**config.mk**
```make
export PLATFORM = sky130hd
export DESIGN_NAME = fdba_ctrl
export DESIGN_NICKNAME = d
export VERILOG_FILES = /design/src/hw/rtl/fdba_pkg.sv /design/src/hw/rtl/fdba_ctrl.sv
export SDC_FILE = /design/constraint.sdc
export NUM_CORES = 1
export LEC_CHECK = 0
export BUFFER_PORTS_ARGS = -buffer_cell sky130_fd_sc_hd__buf_2
export CAP_MARGIN = 20
export CORE_AREA = 2 2 39 41
export DETAILED_ROUTE_END_ITERATION = 6
export DIE_AREA = 0 0 41 43
export GPL_TIMING_DRIVEN = 0
export HOLD_SLACK_MARGIN = 0.15
export PLACE_DENSITY_LB_ADDON = 0.1
export SYNTH_ARGS = -nofsm -noshare
export SYNTH_HDL_FRONTEND = slang
export SYNTH_SLANG_ARGS = --single-unit
```
**constraint.sdc**
```tcl
create_clock -name i_clk -period 3.02 [get_ports i_clk]
set_clock_uncertainty 0.2 [all_clocks]
set_input_delay 0.151 -clock i_clk [delete_from_list [all_inputs] [get_ports i_clk]]
set_output_delay 0.151 -clock i_clk [all_outputs]
set_load 0.01 [all_outputs]
```
**src/hw/rtl/fdba_pkg.sv**
```systemverilog
// ----------------------------------------------------------------------------
// fdba_pkg
// Shared types and constants of the directory and block allocator.
// ----------------------------------------------------------------------------
`default_nettype none

package fdba_pkg;

    localparam int BLOCK_COUNT_DEF = 64;
    localparam int ENTRY_COUNT_DEF = 20;
    localparam int BLOCK_BYTES     = 1024;

    localparam int NAME_BYTES = 31;
    localparam int NAME_W     = 8 * NAME_BYTES;
    localparam int FUNC_W     = 3;
    localparam int LEN_W      = 12;
    localparam int STATUS_W   = 3;
    localparam int BLK_W      = 6;
    localparam int SIZE_W     = 11;
    localparam int USED_W     = 7;

    localparam int S_DATA_W = 512;
    localparam int M_DATA_W = 32;
    localparam int RES_W    = STATUS_W + BLK_W + SIZE_W + USED_W;

    typedef enum logic [FUNC_W-1:0] {
        F_CREATE = 3'd0,
        F_WRITE  = 3'd1,
        F_READ   = 3'd2,
        F_DELETE = 3'd3,
        F_RENAME = 3'd4,
        F_FORMAT = 3'd5,
        F_USAGE  = 3'd6
    } t_func;

    typedef enum logic [STATUS_W-1:0] {
        ST_OK        = 3'd0,
        ST_EXISTS    = 3'd1,
        ST_NOT_FOUND = 3'd2,
        ST_NO_BLOCK  = 3'd3,
        ST_FULL      = 3'd4
    } t_status;

    typedef enum logic [2:0] {
        S_IDLE,
        S_SCAN,
        S_BLK,
        S_EXEC,
        S_DONE
    } t_state;

    typedef struct packed {
        logic [NAME_W-1:0] name;
        logic [BLK_W-1:0]  blk;
        logic [SIZE_W-1:0] size;
    } t_entry;

    typedef struct packed {
        logic [USED_W-1:0] used;
        logic [SIZE_W-1:0] size;
        logic [BLK_W-1:0]  blk;
        t_status           status;
    } t_result;

    typedef struct packed {
        logic capture;
        logic scan_en;
        logic blk_en;
        logic exec;
        logic load;
    } t_ctl_cmd;

    typedef struct packed {
        logic scan_done;
        logic need_blk;
        logic blk_done;
        logic out_free;
    } t_ctl_sts;

endpackage

`default_nettype wire

```
**src/hw/rtl/fdba_ctrl.sv**
```systemverilog
// ----------------------------------------------------------------------------
// fdba_ctrl
// Sequencer: accept a word, scan the directory, search the bitmap when a create
// needs a block, execute, hand the result to the output register.
// ----------------------------------------------------------------------------
`default_nettype none

module fdba_ctrl (
    input  wire logic               i_clk,
    input  wire logic               i_rst_n,
    input  wire logic               i_s_tvalid,
    output logic                    o_s_tready,
    input  wire fdba_pkg::t_ctl_sts i_sts,
    output fdba_pkg::t_ctl_cmd      o_cmd
);

    fdba_pkg::t_state r_state;
    fdba_pkg::t_state n_state;

    always_ff @(posedge i_clk) begin
        if (!i_rst_n) begin
            r_state <= fdba_pkg::S_IDLE;
        end else begin
            r_state <= n_state;
        end
    end

    always_comb begin
        n_state    = r_state;
        o_cmd      = '0;
        o_s_tready = 1'b0;
        unique case (r_state)
            fdba_pkg::S_IDLE: begin
                o_s_tready = 1'b1;
                if (i_s_tvalid) begin
                    o_cmd.capture = 1'b1;
                    n_state       = fdba_pkg::S_SCAN;
                end
            end
            fdba_pkg::S_SCAN: begin
                o_cmd.scan_en = 1'b1;
                if (i_sts.scan_done) begin
                    n_state = i_sts.need_blk ? fdba_pkg::S_BLK : fdba_pkg::S_EXEC;
                end
            end
            fdba_pkg::S_BLK: begin
                o_cmd.blk_en = 1'b1;
                if (i_sts.blk_done) begin
                    n_state = fdba_pkg::S_EXEC;
                end
            end
            fdba_pkg::S_EXEC: begin
                o_cmd.exec = 1'b1;
                n_state    = fdba_pkg::S_DONE;
            end
            fdba_pkg::S_DONE: begin
                if (i_sts.out_free) begin
                    o_cmd.load = 1'b1;
                    n_state    = fdba_pkg::S_IDLE;
                end
            end
            default: begin
                n_state = fdba_pkg::S_IDLE;
            end
        endcase
    end

endmodule

`default_nettype wire

```
==> metrics.txt <==
top flop regs=r_state (3); DRT Wirelength=584 um; RSZ-0062 raised after global routing=no; top-count cell post-synth=dfxtp_1; via/cell ratio=4.10; largest net degree at the start of global routing=11; Max Clk Rate=583 MHz; all-layer global routing usage=8.43%; critical path capture point type=flop; Post-synth ARST share=0%; ys flop type=dfxtp_1; Final Hold Vio Count=0; Initial Utilization=16.3%; Die ar.=1760 um2; Biggest register=r_state; multi-input logic area=146 um2; NumNets Final=51; antenna viol nets, final=0; GRT overflow=0; CTS tree=built; PortBufs=12; Worst-Skew Late Latency=0.23 ns; synthesis-to-finish area growth=65.0%; Peak VDD IR=121 uV; drt wl/cell=9.90 um; synthesized netlist net count=30; top cell type by total area after synthesis=dfxtp_1; crit share post-route=56.8%; Fill cells=159; cell area after synthesis=225 um2; # DRC=0; number of global-route vias before repair=250; initial drt markers=3; Leak Pwr=0.000169 uW; max-slew violations=0; max reg flops=3; CTS Buf Count=3; Reg area=60.1 um2; global placement routability congestion=0.613; fraction of layout cells with a size suffix above 1=46.5%; initial antenna violation count=0; Area after DPL=305 um2; crit-path max FO=8; total core area=1380 um2; die height=43 um; CTS Buffer Depth=2; setup bufs post-CTS=0; first-pass GRT wire length=931 um; crit path DAT=1.63 ns; clock slew at reported path FFs=0.04 ns; Final setup viols=0; top cells by area, synth=dfxtp_1 (27%), nor4b_2 (13%), mux2i_1 (8.9%), a211oi_2 (5.6%), and2_1 (5.6%); drt first pass iters=2; dpl hpwl=424 um; design area=372 um2; Power Density=567 nW/um2; Fin Setup TNS=0 ns; IO Pins=13; sequential area share after synthesis=26.7%; Rows=14; # clock sinks=3; status=completed; share of the synthesized area in the top cell type=26.7%; EDFF count, synth=0; Yosys reg bits=3; Reg2Reg Setup Slack=1.30 ns; Syn Area/Cell=9.79 um2; Critical Path Start Type=flop; Syn. warnings=0; diode count=0; post-layout min period=1.72 ns; Setup CP Type=flop to flop; Critical Path RT=2.94 ns; Hold Crit Class=input pin to flop; CTS H-tree lvls=1; Netlist cell types=18; Max Cap Violations=0; synthesized instance count=23; headroom to the max-slew limit=80.0%; die width=41 um; Tightest Pin Transition=0.300 ns; most frequent cells after synthesis=dfxtp_1 (3), and2_1 (2), mux2i_1 (2), nor4b_2 (2); Root Driver=clkbuf_4; via count=242
==> metrics by stage <==
stage,total power (uW),std cells,setup WS [ns],util [%],hold WS [ns]
2_1_floorplan,111,23,1.71,-,0.0688
3_3_place_gp,137,51,1.69,22.1,0.210
3_5_place_dp,138,51,1.72,22.1,0.210
4_1_cts,216,59,1.28,26.9,0.177
5_1_grt,229,59,1.16,26.9,0.202
6_report,211,59,1.30,26.9,0.175
==> routing by layer <==
layer | global-route usage (%) | part of all wire, % | vias to the layer above
met5 | 0 | 0 | -
met4 | 10.0 | 0 | 0
met3 | 3.14 | 9.2 | 0
met2 | 11.9 | 43 | 11
met1 | 8.04 | 48 | 105
li1 | - | - | 126
==> cell families after synthesis <==
logic type             count (synthesis)  share of synthesized area, %
AND/OR/NAND/NOR                       12                          42.2
AO/OA/AOI/OAI                          4                          13.9
flip-flops                             3                          26.7
multiplexers                           2                          8.89
buffers and inverters                  2                          8.33
==> timing repair <==
action                                 4_1_cts  5_1_grt
hold buffers                                 4        0
resized for setup                            0        0
endpoints found under the hold margin        3        0
==> worst paths after layout <==
path | cells past startpoint | end | start
worst max-delay path | 3 | r_state[2] | r_state[2]
worst min-delay path | 4 | r_state[0] | i_sts[0]
worst max register to register | 3 | r_state[2] | r_state[2]
worst min register to register | 3 | r_state[0] | r_state[0]
==> cell type report <==
cell class / count / area share, %
clock buffers: 4 / 7.07
well taps: 16 / 5.39
plain buffers: 2 / 5.05
flip-flops and latches: 3 / 16.2
multi-input cells: 18 / 39.4
repair buffers: 16 / 26.9
==> critical path, stage by stage (launching register included) <==
cell and delay, ns:
dfxtp_1 0.45, and3b_1 0.23, o21a_1 0.18, dlygate4sd3_1 0.54
==> report_power, final <==
| group | total [uW] | internal [uW] | leakage, uW | switching, uW |
|---|---|---|---|---|
| registers | 55.0 | 46.4 | 0.0000246 | 8.54 |
| logic | 84.7 | 44.9 | 0.000129 | 39.8 |
| clock network | 71.0 | 49.6 | 0.0000150 | 21.5 |
==> cell usage in the layout (no fill, tap or decap), drive strengths merged <==
master and instances:
a211oi 1, a31oi 1, and2 2, and3b 1, buf 14, clkbuf 4, dfxtp 3, dlygate4sd3 4
mux2i 2, nand2 1, nand3b 1, nor2 1, nor2b 1, nor3 1, nor3b 1, nor4b 2
nor4bb 1, o21a 1, o21ai 1
No activity file was read; power rests on OpenSTA's default activity.
